### src/rtl/radix_digit_converter_assert.svh
// ----------------------------------------------------------------------------
// Assertion macros for the radix digit converter
// Clocked checks that are disabled while reset is high.
// ----------------------------------------------------------------------------
`ifndef RADIX_DIGIT_CONVERTER_ASSERT_SVH
`define RADIX_DIGIT_CONVERTER_ASSERT_SVH

// A property that must hold at every rising clock edge outside reset.
`define RDC_ASSERT(lbl, prop, msg) \
   lbl: assert property (@(posedge clock) disable iff (reset) (prop)) else $error(msg);

// A condition that must never be true outside reset.
`define RDC_NEVER(lbl, cond, msg) \
   `RDC_ASSERT(lbl, !(cond), msg)

`endif

### src/rtl/rdc_pkg.sv
// ----------------------------------------------------------------------------
// Radix digit converter package
// Sizes and the job record shared by the front end, queue and back end.
// ----------------------------------------------------------------------------
`timescale 1ns / 1ps
`default_nettype none

package rdc_pkg;

   // Width of the value to convert and depth of the digit buffer.
   localparam int VALUE_WIDTH = 31;
   localparam int MAX_DIGITS  = 31;
   localparam int BASE_WIDTH  = 8;

   // Derived widths.
   localparam int CNT_W = $clog2(MAX_DIGITS + 1);
   localparam int IDX_W = $clog2(MAX_DIGITS);
   localparam int BIT_W = $clog2(VALUE_WIDTH);

   // Depth of the job queue between front and back end.
   localparam int QUEUE_DEPTH = 2;
   localparam int QPTR_W      = $clog2(QUEUE_DEPTH);
   localparam int QCNT_W      = $clog2(QUEUE_DEPTH + 1);

   // One conversion job.
   typedef struct packed {
      logic [VALUE_WIDTH-1:0] value;
      logic [BASE_WIDTH-1:0]  base;
   } job_type;

   // Queue status seen by both sides.
   typedef struct packed {
      logic full;
      logic empty;
   } queue_status_type;

endpackage

`default_nettype wire

### src/rtl/rdc_front.sv
// ----------------------------------------------------------------------------
// Radix digit converter front end
// Takes command transfers and drops jobs that produce no digits.
// ----------------------------------------------------------------------------
`timescale 1ns / 1ps
`default_nettype none

module rdc_front
   import rdc_pkg::*;
(
   input  wire logic                   start,
   output logic                        busy,
   input  wire logic [VALUE_WIDTH-1:0] req_value,
   input  wire logic [BASE_WIDTH-1:0]  req_base,
   input  wire queue_status_type       q_status,
   output logic                        push,
   output job_type                     push_job
);

   logic accept;
   logic has_digits;

   // A command is taken whenever the queue has room.
   assign busy   = q_status.full;
   assign accept = start && !busy;

   // Zero values and bases below two yield no digits and are not queued.
   assign has_digits = (req_base >= BASE_WIDTH'(2)) && (req_value != '0);

   assign push           = accept && has_digits;
   assign push_job.value = req_value;
   assign push_job.base  = req_base;

endmodule

`default_nettype wire

### src/rtl/rdc_queue.sv
// ----------------------------------------------------------------------------
// Radix digit converter job queue
// Short first-in first-out buffer between the front and back end.
// ----------------------------------------------------------------------------
`timescale 1ns / 1ps
`default_nettype none

module rdc_queue
   import rdc_pkg::*;
(
   input  wire logic        clock,
   input  wire logic        reset,
   input  wire logic        push,
   input  wire job_type     push_job,
   input  wire logic        pop,
   output job_type          head_job,
   output queue_status_type q_status
);

   job_type           slot_ff [QUEUE_DEPTH];
   logic [QPTR_W-1:0] wr_ptr_ff, wr_ptr_in;
   logic [QPTR_W-1:0] rd_ptr_ff, rd_ptr_in;
   logic [QCNT_W-1:0] count_ff,  count_in;
   logic              do_push, do_pop;

   assign q_status.full  = (count_ff == QCNT_W'(QUEUE_DEPTH));
   assign q_status.empty = (count_ff == '0);
   assign do_push        = push && !q_status.full;
   assign do_pop         = pop && !q_status.empty;
   assign head_job       = slot_ff[rd_ptr_ff];

   // Pointer and occupancy update.
   always_comb begin
      wr_ptr_in = wr_ptr_ff;
      rd_ptr_in = rd_ptr_ff;
      count_in  = count_ff;
      if (do_push) begin
         wr_ptr_in = (wr_ptr_ff == QPTR_W'(QUEUE_DEPTH - 1)) ? '0 : wr_ptr_ff + 1'b1;
      end
      if (do_pop) begin
         rd_ptr_in = (rd_ptr_ff == QPTR_W'(QUEUE_DEPTH - 1)) ? '0 : rd_ptr_ff + 1'b1;
      end
      if (do_push && !do_pop) begin
         count_in = count_ff + 1'b1;
      end else if (do_pop && !do_push) begin
         count_in = count_ff - 1'b1;
      end
   end

   always_ff @(posedge clock) begin
      if (reset) begin
         wr_ptr_ff <= '0;
         rd_ptr_ff <= '0;
         count_ff  <= '0;
      end else begin
         wr_ptr_ff <= wr_ptr_in;
         rd_ptr_ff <= rd_ptr_in;
         count_ff  <= count_in;
      end
   end

   // Job storage.
   always_ff @(posedge clock) begin
      if (do_push) begin
         slot_ff[wr_ptr_ff] <= push_job;
      end
   end

endmodule

`default_nettype wire

### src/rtl/rdc_back.sv
// ----------------------------------------------------------------------------
// Radix digit converter back end
// Bit-serial divider that fills the digit buffer, then plays it out.
// ----------------------------------------------------------------------------
`timescale 1ns / 1ps
`default_nettype none

`include "radix_digit_converter_assert.svh"

module rdc_back
   import rdc_pkg::*;
(
   input  wire logic                  clock,
   input  wire logic                  reset,
   input  wire job_type               head_job,
   input  wire queue_status_type      q_status,
   output logic                       pop,
   output logic                       rsp_valid,
   output logic [BASE_WIDTH-1:0]      rsp_digit,
   output logic                       rsp_last
);

   localparam logic [1:0] ST_IDLE = 2'd0;
   localparam logic [1:0] ST_DIV  = 2'd1;
   localparam logic [1:0] ST_EMIT = 2'd2;

   logic [1:0]             state_ff,    state_in;
   logic [VALUE_WIDTH-1:0] quot_ff,     quot_in;
   logic [BASE_WIDTH-1:0]  rem_ff,      rem_in;
   logic [BASE_WIDTH-1:0]  base_ff,     base_in;
   logic [BIT_W-1:0]       bit_cnt_ff,  bit_cnt_in;
   logic [CNT_W-1:0]       count_ff,    count_in;
   logic [IDX_W-1:0]       emit_idx_ff, emit_idx_in;
   logic                   rsp_valid_ff, rsp_valid_in;
   logic [BASE_WIDTH-1:0]  rsp_digit_ff;
   logic                   rsp_last_ff,  rsp_last_in;
   logic [BASE_WIDTH-1:0]  digit_buf_ff [MAX_DIGITS];

   logic [BASE_WIDTH:0]    rem_shift;
   logic [BASE_WIDTH:0]    rem_diff;
   logic                   q_bit;
   logic [BASE_WIDTH-1:0]  rem_step;
   logic [VALUE_WIDTH-1:0] quot_step;
   logic                   last_bit;
   logic                   buf_we;

   // One restoring division step: shift in the next dividend bit.
   assign rem_shift = {rem_ff, quot_ff[VALUE_WIDTH-1]};
   assign rem_diff  = rem_shift - {1'b0, base_ff};
   assign q_bit     = (rem_shift >= {1'b0, base_ff});
   assign rem_step  = q_bit ? rem_diff[BASE_WIDTH-1:0] : rem_shift[BASE_WIDTH-1:0];
   assign quot_step = {quot_ff[VALUE_WIDTH-2:0], q_bit};
   assign last_bit  = (bit_cnt_ff == BIT_W'(VALUE_WIDTH - 1));

   assign pop    = (state_ff == ST_IDLE) && !q_status.empty;
   assign buf_we = (state_ff == ST_DIV) && last_bit;

   // Sequencer: load a job, divide digit by digit, then emit.
   always_comb begin
      state_in     = state_ff;
      quot_in      = quot_ff;
      rem_in       = rem_ff;
      base_in      = base_ff;
      bit_cnt_in   = bit_cnt_ff;
      count_in     = count_ff;
      emit_idx_in  = emit_idx_ff;
      rsp_valid_in = 1'b0;
      rsp_last_in  = 1'b0;
      unique case (state_ff)
         ST_IDLE: begin
            if (pop) begin
               quot_in    = head_job.value;
               base_in    = head_job.base;
               rem_in     = '0;
               bit_cnt_in = '0;
               count_in   = '0;
               state_in   = ST_DIV;
            end
         end
         ST_DIV: begin
            if (last_bit) begin
               count_in = count_ff + 1'b1;
               if ((quot_step == '0) || (count_ff == CNT_W'(MAX_DIGITS - 1))) begin
                  emit_idx_in = count_ff[IDX_W-1:0];
                  state_in    = ST_EMIT;
               end else begin
                  quot_in    = quot_step;
                  rem_in     = '0;
                  bit_cnt_in = '0;
               end
            end else begin
               quot_in    = quot_step;
               rem_in     = rem_step;
               bit_cnt_in = bit_cnt_ff + 1'b1;
            end
         end
         ST_EMIT: begin
            rsp_valid_in = 1'b1;
            rsp_last_in  = (emit_idx_ff == '0);
            if (emit_idx_ff == '0) begin
               state_in = ST_IDLE;
            end else begin
               emit_idx_in = emit_idx_ff - 1'b1;
            end
         end
         default: begin
            state_in = ST_IDLE;
         end
      endcase
   end

   // Control registers.
   always_ff @(posedge clock) begin
      if (reset) begin
         state_ff     <= ST_IDLE;
         count_ff     <= '0;
         quot_ff      <= '0;
         base_ff      <= '0;
         rsp_valid_ff <= 1'b0;
      end else begin
         state_ff     <= state_in;
         count_ff     <= count_in;
         quot_ff      <= quot_in;
         base_ff      <= base_in;
         rsp_valid_ff <= rsp_valid_in;
      end
   end

   // Datapath registers.
   always_ff @(posedge clock) begin
      rem_ff       <= rem_in;
      bit_cnt_ff   <= bit_cnt_in;
      emit_idx_ff  <= emit_idx_in;
      rsp_last_ff  <= rsp_last_in;
   end

   // Digit buffer, least significant digit at index zero. During playout
   // the addressed digit is read straight into the digit output register.
   always_ff @(posedge clock) begin
      if (buf_we) begin
         digit_buf_ff[count_ff[IDX_W-1:0]] <= rem_step;
      end
      if (state_ff == ST_EMIT) begin
         rsp_digit_ff <= digit_buf_ff[emit_idx_ff];
      end
   end

   assign rsp_valid = rsp_valid_ff;
   assign rsp_digit = rsp_digit_ff;
   assign rsp_last  = rsp_last_ff;

   // The digits of one run leave in consecutive cycles.
   `RDC_ASSERT(a_run_contiguous, rsp_valid_ff && !rsp_last_ff |=> rsp_valid_ff, "gap in digit run")
   // The final digit is followed by a quiet cycle.
   `RDC_ASSERT(a_gap_after_last, rsp_valid_ff && rsp_last_ff |=> !rsp_valid_ff, "no gap after run")
   // Every emitted digit lies below the base of its run.
   `RDC_ASSERT(a_digit_range, rsp_valid_ff |-> rsp_digit_ff < base_ff, "digit not below base")
   // The partial remainder stays below the base during division.
   `RDC_NEVER(a_rem_range, (state_ff == ST_DIV) && (rem_ff >= base_ff), "remainder overflow")

endmodule

`default_nettype wire

### src/rtl/radix_digit_converter.sv
// ----------------------------------------------------------------------------
// Radix digit converter
// Writes a non-negative integer in a base from 2 to 255, one digit a result.
// ----------------------------------------------------------------------------
// A command transfer happens on a rising edge with start high and busy low.
// Values of zero and bases below two are taken and produce no digits. Every
// other job goes into a two-entry queue; busy is high only while it is full.
// The back end divides with a one-bit-per-cycle restoring divider. It
// loads a job from the queue, computes its digits one after another, then
// emits them, and takes the next job only once it is idle again; a job
// has at most 31 digits (MAX_DIGITS). Digits leave most significant first on
// consecutive cycles, each marked by rsp_valid for one cycle, the final one
// with rsp_last; the receiver cannot hold them off and must take each one.
// ----------------------------------------------------------------------------
`timescale 1ns / 1ps
`default_nettype none

module radix_digit_converter
   import rdc_pkg::*;
(
   input  wire logic                   clock,
   input  wire logic                   reset,
   input  wire logic                   start,
   output logic                        busy,
   input  wire logic [VALUE_WIDTH-1:0] req_value,
   input  wire logic [BASE_WIDTH-1:0]  req_base,
   output logic                        rsp_valid,
   output logic [BASE_WIDTH-1:0]       rsp_digit,
   output logic                        rsp_last
);

   queue_status_type q_status;
   job_type          push_job;
   job_type          head_job;
   logic             push;
   logic             pop;

   // Command intake and classification.
   rdc_front u_front (
      .start    (start),
      .busy     (busy),
      .req_value(req_value),
      .req_base (req_base),
      .q_status (q_status),
      .push     (push),
      .push_job (push_job)
   );

   // Job queue between the two halves.
   rdc_queue u_queue (
      .clock   (clock),
      .reset   (reset),
      .push    (push),
      .push_job(push_job),
      .pop     (pop),
      .head_job(head_job),
      .q_status(q_status)
   );

   // Division and digit playout.
   rdc_back u_back (
      .clock    (clock),
      .reset    (reset),
      .head_job (head_job),
      .q_status (q_status),
      .pop      (pop),
      .rsp_valid(rsp_valid),
      .rsp_digit(rsp_digit),
      .rsp_last (rsp_last)
   );

endmodule

`default_nettype wire
### config.mk
export PLATFORM = sky130hd
export DESIGN_NAME = radix_digit_converter
export DESIGN_NICKNAME = d
export VERILOG_FILES = /design/src/rtl/rdc_pkg.sv /design/src/rtl/rdc_front.sv /design/src/rtl/rdc_queue.sv /design/src/rtl/rdc_back.sv /design/src/rtl/radix_digit_converter.sv
export VERILOG_INCLUDE_DIRS = /design/src /design/src/rtl
export SDC_FILE = /design/constraint.sdc
export NUM_CORES = 1
export LEC_CHECK = 0
export BUFFER_PORTS_ARGS = -buffer_cell sky130_fd_sc_hd__buf_4
export CAP_MARGIN = 40
export CORE_UTILIZATION = 30
export DETAILED_ROUTE_END_ITERATION = 6
export GPL_ROUTABILITY_DRIVEN = 0
export PLACE_DENSITY = 0.55
export SKIP_LAST_GASP = 1
export SYNTH_ARGS = -nofsm -noshare
export SYNTH_HDL_FRONTEND = slang
export SYNTH_HIERARCHICAL = 1
export SYNTH_SLANG_ARGS = --single-unit
### constraint.sdc
create_clock -name clock -period 5.9 [get_ports clock]
set_input_delay 0.885 -clock clock [delete_from_list [all_inputs] [get_ports clock]]
set_output_delay 0.885 -clock clock [all_outputs]
set_load 0.05 [all_outputs]
==> Word-level counts from Yosys, hierarchy flattened <==
Memory sizes are Yosys's and may differ from the RTL's. A register that Yosys moved wholly into a read port is not among the register bits.
Cells that the tools add are included.
{ "op_classes": {"add_sub_neg": 8, "magnitude_cmp": 2, "eq_ne": 11, "n_mux": 35, "n_reduce_logical": 27} }
{ "op_table": {"columns": ["op", "count"], "rows": [
  ["$mux 31", 3],
  ["$pmux 31 s2", 1],
  ["$mux 5", 7],
  ["$mux 8", 4],
  ["$logic_not 31->1", 1],
  ["$reduce_bool 31->1", 1],
  ["$pmux 5 s2", 3],
  ["$pmux 8 s2", 1],
  ["$mux 2", 6],
  ["$add 5x1->5 const B", 2],
  ["$eq 5x5->1 const B", 2],
  ["$ge 9x8->1", 1],
  ["$logic_and 1x1->1", 9],
  ["$mux 1", 9],
  ["$ge 8x2->1 const B", 1],
  ["$reduce_and 4->1", 2],
  ["$sub 8x8->8", 1],
  ["$ne 2x2->1 const B", 3],
  ["$pmux 2 s3", 1],
  ["$reduce_and 3->1", 2],
  ["$reduce_bool 2->1", 3],
  ["$logic_not 5->1", 1],
  ["$sub 5x1->5 const B", 1],
  ["$eq 2x2->1 const B", 2],
  ["10 further kinds", 16]
]} }
{ "totals": {"reg_bits": 70, "mem_bits_rw": 326, "elab_cells": 97, "memories": 2} }
{ "memory_table": {"columns": ["name", "words", "word_bits", "rd", "rd_clocked_by_memory_dff", "wr", "line_no", "rtl"], "rows": [
  ["u_back.digit_buf_ff", 31, 8, 1, 1, 1, "rdc_back.sv:37", "logic [BASE_WIDTH-1:0] digit_buf_ff [MAX_DIGITS];"],
  ["u_queue.slot_ff", 2, 39, 1, 1, 1, "rdc_queue.sv:20", "job_type slot_ff [QUEUE_DEPTH];"]
]} }

==> Logic depth before layout (Yosys ltp) <==
Gate-level depths: netlist of the first run.
{ "logic_depth": {"word_depth": 9, "depth_mapped": 10} }

==> By module <==
Netlist of the first run, hierarchy kept.
{ "by_module_without_submodules": {"columns": ["mod", "n_inst", "cells_each", "area_per_inst_um2", "seq_area_each_um2"], "rows": [
  ["rdc_back", 1, 838, 13340.3, 9188.8],
  ["rdc_queue", 1, 146, 3024.2, 2442.3],
  ["rdc_front", 1, 55, 397.9, 0.0]
]} }

==> Least setup slack after synthesis of the first run <==
Ideal clock, no wire load.
{ "synth_path": {"kind": "register -> register", "start": "reg u_back.rem_ff[2]", "end": "reg u_back.rem_ff[0] (data pin)", "setup_ns": 0.138, "arrival_time_ns": 2.665, "required_time_ns": 5.762, "setup_slack_ns": 3.097, "stages_incl_launch_ff": 8, "cell_sequence": "edfxtp_1 > ha_1 > a21o_1 > a21oi_2 > o21a_1 > o21ai_2 > mux2i_1 > and3_1"} }
{ "synth_between": {"elab_chain_cells": 4} }
{ "synth_rtl": {"columns": ["element", "line_no", "rtl"], "rows": [
  ["from (decl)", "rdc_back.sv:29", "logic [BASE_WIDTH-1:0] rem_ff, rem_in;"],
  ["from (signal assigned)", "rdc_back.sv:131", "rem_ff <= rem_in;"],
  ["$ge 9x8->1", "rdc_back.sv:50", "assign q_bit = (rem_shift >= {1'b0, base_ff});"],
  ["$mux 8", "rdc_back.sv:51", "assign rem_step = q_bit ? rem_diff[BASE_WIDTH-1:0] : rem_shift[BASE_WIDTH-1:0];"],
  ["net u_back.rem_step[0]", "rdc_back.sv:42", "logic [BASE_WIDTH-1:0] rem_step;"],
  ["$mux 8", "rdc_back.sv:81", "if (last_bit) begin"],
  ["$pmux 8 s2", "rdc_back.sv:69", "unique case (state_ff)"]
]} }
The timed path passes the listed nets, and every way through them passes these cells.
A chain may end at the register's enable or synchronous reset.

==> Worst setup path in the final report of the first run <==
{ "layout_path": {"start": "reg u_back.bit_cnt_ff[0]", "end": "mem u_back.digit_buf_ff[9][6] (enable)"} }
{ "layout_between": {"elab_chain_cells": 4} }
{ "layout_rtl": {"columns": ["element", "line_no", "rtl"], "rows": [
  ["from (decl)", "rdc_back.sv:31", "logic [BIT_W-1:0] bit_cnt_ff, bit_cnt_in;"],
  ["from (signal assigned)", "rdc_back.sv:132", "bit_cnt_ff <= bit_cnt_in;"],
  ["$eq 5x5->1", "rdc_back.sv:53", "assign last_bit = (bit_cnt_ff == BIT_W'(VALUE_WIDTH - 1));"],
  ["$logic_and 1x1->1", "rdc_back.sv:56", "assign buf_we = (state_ff == ST_DIV) && last_bit;"],
  ["$mux 1", "rdc_back.sv:140", "if (buf_we) begin"],
  ["$mux 1 (implied by the code)", "rdc_back.sv:141", "digit_buf_ff[count_ff[IDX_W-1:0]] <= rem_step;"],
  ["to (decl)", "rdc_back.sv:37", null]
]} }
Every way passes these cells.

==> results of run 1 <==
[worst paths after layout]
kind | to | cells past startpoint | slack [ns] | startpoint
hold reg to reg | u_back/base_ff[3] | 2 | 0.45 | u_back/base_ff[3]
setup reg to reg | u_back/digit_buf_ff[9][6] | 6 | 2.58 | u_back/bit_cnt_ff[0]
setup / recovery | u_back/digit_buf_ff[9][6] | 6 | 2.58 | u_back/bit_cnt_ff[0]
hold / removal | u_back/base_ff[3] | 2 | 0.45 | u_back/base_ff[3]
[through the flow]
step | util, % | hold WS, ns | power (mW) | std cells
after floorplan | - | 0.436 | 6.06 | 1039
after global placement | 32.0 | 0.451 | 7.11 | 1760
after detailed placement | 32.1 | 0.448 | 7.20 | 1764
after CTS | 34.7 | 0.455 | 9.96 | 1843
after global routing | 34.7 | 0.479 | 10.3 | 1843
final | 34.7 | 0.455 | 9.82 | 1843
[worst max-delay path, cell delays in order, from the launching register on]
cell,delay (ns)
edfxtp_1,0.42
inv_1,0.08
ha_1,0.14
nand4_1,0.24
nor2_1,0.69
nand2_1,0.60
nor2_1,0.77
[synth_stat cells (2+ instances only)]
| master | count | area (µm²) |
|---|---|---|
| nor2b_1 | 7 | 43.8 |
| ha_1 | 17 | 213 |
| mux4_2 | 71 | 1600 |
| buf_4 | 42 | 315 |
| and2_1 | 2 | 12.5 |
| buf_2 | 12 | 60.1 |
| o2111ai_1 | 2 | 17.5 |
| a21oi_1 | 50 | 250 |
| inv_1 | 22 | 82.6 |
| o21a_1 | 4 | 30.0 |
| or3b_2 | 2 | 17.5 |
| mux2i_1 | 10 | 100 |
| a311oi_1 | 30 | 263 |
| o21ai_0 | 5 | 25.0 |
| nor4_1 | 14 | 87.6 |
| buf_1 | 5 | 18.8 |
| inv_2 | 3 | 11.3 |
| buf_8 | 2 | 30.0 |
| mux2_2 | 51 | 574 |
| xor2_1 | 9 | 78.8 |
| and3_1 | 5 | 31.3 |
| a211oi_1 | 2 | 15.0 |
| nor2_1 | 57 | 214 |
| nand2_1 | 104 | 390 |
| a21o_1 | 2 | 15.0 |
| or3_1 | 4 | 25.0 |
| o21ai_1 | 14 | 70.1 |
| dfxtp_1 | 53 | 1060 |
| nand3b_1 | 3 | 22.5 |
| edfxtp_1 | 352 | 10600 |
| nand2b_1 | 5 | 31.3 |
| clkbuf_1 | 31 | 116 |
| nor3_1 | 8 | 40.0 |
| xnor2_1 | 5 | 43.8 |
| nand4_1 | 7 | 43.8 |
| nand3_1 | 6 | 30.0 |
[report_power, final]
part	leakage [nW]	switching [mW]	internal [mW]
clock	0.680	1.10	1.62
combinational	1.88	1.93	0.679
sequential	3.65	0.157	4.34
total	6.21	3.19	6.64
[layer usage]
layer	vias to the layer above	GRT usage (%)
met4	0	3.61
met3	47	2.49
met1	4386	18.5
met5	-	0
li1	4031	-
met2	230	19.3
[state kept, by name, indices dropped and copies added (netlist names), named ones only]
name	count
u_back/base_ff	8
u_back/bit_cnt_ff	5
u_back/count_ff	5
u_back/digit_buf_ff	248
u_back/emit_idx_ff	5
u_back/quot_ff	31
u_back/rem_ff	8
u_back/rsp_digit	8
u_back/rsp_last	1
u_back/rsp_valid	1
u_back/state_ff	2
u_queue/count_ff	2
u_queue/rd_ptr_ff	1
u_queue/slot_ff	78
u_queue/wr_ptr_ff	1
[area by class of cell]
| type | count | share of cell area (%) |
|---|---|---|
| sequential | 405 | 60.7 |
| timing repair buffer | 71 | 3.07 |
| inverter | 26 | 0.509 |
| multi-input combinational | 514 | 23.4 |
| clock inverter | 22 | 1.42 |
| clock buffer | 57 | 6.09 |
| tap | 748 | 4.88 |
[cells by family (layout without fill, tap and decap cells)]
| group | after synthesis | after routing |
|---|---|---|
| DFF | 405 | 405 |
| and+or+nand+nor | 227 | 227 |
| muxes | 133 | 133 |
| AOI/OAI and AO/OA | 122 | 122 |
| buffers and inverters | 120 | 176 |
| adders and majority gates | 18 | 18 |
| xor gates and xnor gates | 14 | 14 |
==> run metrics, run 1 <==
vias in the first global route 8748; total gr overflow 0; CTS tree yes; ys flop type edfxtp_1; top fanout value on the critical path 12; xor and xnor area share after synthesis 0.732%; crit path DAT 3.51 ns; CTS Hold Buffers Added 0; post-route clock period utilization 56.3%; main combinational cell family by area after synthesis multiplexers; overall routing resource usage 12.7%; initial antenna violation count 1; RSZ-0062 raised after global routing false; Setup Viol. Count Final 0; core area 55200 µm²; Final nets 1121; Max Freq 301 MHz; via/cell ratio 4.72; Mapped Area 16800 µm²; CTS Buffer Depth 3; Final ANT Viol Nets 0; crit end category flop; die area 56800 µm²; detailed-route DRC error count 0; Final WS setup 2.58 ns; register area share after synthesis 69.4%; Worst-path clk slew 0.06 ns; top layer used by detailed routing met4; Placed Area 17700 µm²; wl on met1 16.9 mm; Final Hold Vio Count 0; final instance area 19200 µm²; post-route setup TNS 0 ns; pre-CTS WS 2.61 ns; Clock H-tree levels 2; area grow syn2layout 14.4%; latest clock arrival within the worst-skew pair 0.57 ns; drt first pass iters 5; Worst Hold Class reg -> reg; Inserted Clock Buffers 43; Chip Width 238 µm; area occupied by multi-input gates 4480 µm²; Slew Limit Headroom 43.2%; compound-gate portion of the synthesized area 4.78%; share of cells above drive strength 1 25.0%; Worst-Margin Slew 0.852 ns; Peak VDD IR 381 µV; Die Height 238 µm; storage element area 11600 µm²; Syn Area/Cell 16.1 µm²; DR WL/cell 19.4 µm; status finished clean; WL met2 16.2 mm; post-detail-place hpwl 21.9 mm; Yosys reg bits 405; synth warn 6; post-synthesis mux area share 13.6%; critical path class reg -> reg; CTS sink cnt 405; crit start category flop; max-cap violation count 0; most common cell after layout, fill and taps aside edfxtp_1; post-CTS setup buffer count 0; Synth Instances 1039; Final Skew 0.0295 ns; Initial Util 30.4%; P_leak 6.21 nW; DR vias 8694; Max Slew Vio Count 0; Post-Synth Simple-Gate Area 6.08%; power density over cell area 512 nW/µm²; drt initial violations 623; Post-synth EDFFs 352; Cell variety after synth 57; Tmin final 3.32 ns; PortBufs 52; Final Routed Wirelength 35.7 mm; Worst Path Required 6.09 ns; Fillers 5251; Syn Nets 1099; Rows 86; most frequent cells in the layout edfxtp_1, nand2_1, mux4_2; met3 WL 1.93 mm; post-synthesis async set-or-reset flop share 0%; I/O Pins 53; ANT cells 0; first-pass GRT wire length 54.6 mm; largest net degree at the start of global routing 65; Root Driver clkbuf_16; post-CTS sizing 0; area share of fa/ha/maj cells after synthesis 1.39%
No activity file was read; power rests on OpenSTA's default activity.
==> run 2: changes to the inputs <==
PLACE_DENSITY = 0.57   (was 0.55)
clock period = 2.95 ns   (was 5.9 ns; I/O delays follow)
==> run 2 against run 1 <==
Net effect:
- non-clock buffer count up 48
- clock-buffer cell count down 5
- register-to-register slack worse by 2.3 ns
- largest cell class unchanged
- largest power group unchanged
==> run metrics, run 2 (synthesis gave the netlist of run 1 again) <==
Tmin final 2.67 ns; Sw Ratio 31.5%; Max Slew Vio Count 0; Worst Path Required 3.29 ns; power density over cell area 999 nW/µm²; Initial Util 30.4%; Worst-path clk slew 0.06 ns; first-pass GRT wire length 54.4 mm; Worst Path Buf+Inv 1; Peak VDD IR 606 µV; crit-path leading delay family compound AO/OA/AOI/OAI gates; Critical-path top delay cell mux2_2; CTS Buffer Depth 3; drt initial violations 504; detailed-route DRC error count 0; met3 WL 1.60 mm; Worst-Margin Slew 0.722 ns; largest net degree at the start of global routing 54; final instance area 19500 µm²; latest clock arrival within the worst-skew pair 0.59 ns; Placed Area 18100 µm²; via/cell ratio 4.69; most frequent cells in the layout edfxtp_1, buf_4, nand2_1; crit path DAT 3.01 ns; ANT cells 0; post-route clock period utilization 90.4%; WL met2 16.8 mm; clock power share 27.8%; I/O Pins 53; drt first pass iters 6; Final Skew 0.0450 ns; critical path class reg -> reg; CTS Hold Buffers Added 0; slowest stage delay, CP 0.58 ns; Comb pwr share 26.3%; CTS tree yes; crit end category flop; status finished clean; area grow syn2layout 16.5%; Max Freq 375 MHz; Final Util 35.4%; WHS 0.0622 ns; top layer used by detailed routing met4; post-detail-place hpwl 22.2 mm; CTS sink cnt 405; cell internal pwr 13.4 mW; Rows 86; vias in the first global route 8993; Inserted Clock Buffers 44; sequential share of power 45.9%; top fanout value on the critical path 18; share of cells above drive strength 1 28.0%; post-route setup TNS 0 ns; Final ANT Viol Nets 0; post-CTS sizing 0; Net Sw Power 6.14 mW; PortBufs 52; Setup Viol. Count Final 0; Clock H-tree levels 2; wl on met1 16.3 mm; DR vias 8876; total gr overflow 0; Chip Width 238 µm; post-CTS setup buffer count 0; crit path cell chain ha_1 -> a21o_1 -> a21oi_2 -> o21a_1 -> o21ai_2 -> mux2_2 -> buf_12; Slew Limit Headroom 51.8%; Root Driver clkbuf_16; DR WL/cell 18.6 µm; Worst Hold Class in -> reg; crit start category flop; Die Height 238 µm; max reg flops 248; Fillers 5202; Final Routed Wirelength 35.2 mm; area occupied by multi-input gates 4480 µm²; P_leak 6.49 nW; most common cell after layout, fill and taps aside edfxtp_1; storage element area 11600 µm²; initial antenna violation count 0; RSZ-0062 raised after global routing false; die area 56800 µm²; overall routing resource usage 12.6%; core area 55200 µm²; Final Hold Vio Count 0; max-cap violation count 0; Final nets 1170
[run 2: cell types whose count changed in the layout (fill, tap and decap cells not counted), sizes merged]
| cell | change |
|---|---|
| bufinv | -1 |
| clkinvlp | -6 |
| buf | +48 |
| clkinv | +9 |
| inv | +3 |
| clkbuf | -5 |
[run 2: layout make-up]
cell class              instances  area share [%]
clock buffers                  52            5.79
clock inverters                27            1.48
inverters                      26           0.500
multi-input cells             514            22.9
flip-flops and latches        405            59.5
well taps                     748            4.79
repair buffers                119            4.96
[run 2: metal layers]
layer,global-route usage [%],up-vias
met3,2.30,47
li1,-,4126
met4,3.52,0
met5,0,-
met1,17.6,4504
met2,20.1,199
[run 2: path summary, 6_finish.rpt]
check | startpoint | end | slack (ns) | cells past startpoint
max | u_back/rem_ff[2] | u_back/digit_buf_ff[29][3] | 0.28 | 7
min | req_value[20] | u_queue/slot_ff[0][28] | 0.06 | 1
max reg2reg | u_back/rem_ff[2] | u_back/digit_buf_ff[29][3] | 0.28 | 7
min reg2reg | u_back/base_ff[7] | u_back/base_ff[7] | 0.47 | 2
[run 2: metrics by stage]
| step | total power, mW | setup WS (ns) | std cells |
|---|---|---|---|
| 2_1_floorplan | 12.1 | 0.147 | 1039 |
| 3_3_place_gp | 14.1 | 0.264 | 1812 |
| 3_5_place_dp | 14.4 | 0.283 | 1812 |
| 4_1_cts | 19.8 | 0.284 | 1891 |
| 5_1_grt | 20.5 | 0.197 | 1891 |
| 6_report | 19.5 | 0.282 | 1891 |
[run 2: power by group through the flow]
stage	clock network [mW]	registers [mW]	logic (mW)
final	5.42	8.97	5.13
after global routing	5.78	9.03	5.72
after CTS	5.56	8.97	5.28
after detailed placement	0	9.09	5.26
after global placement	0	9.07	5.08
after floorplan	0	9.00	3.12
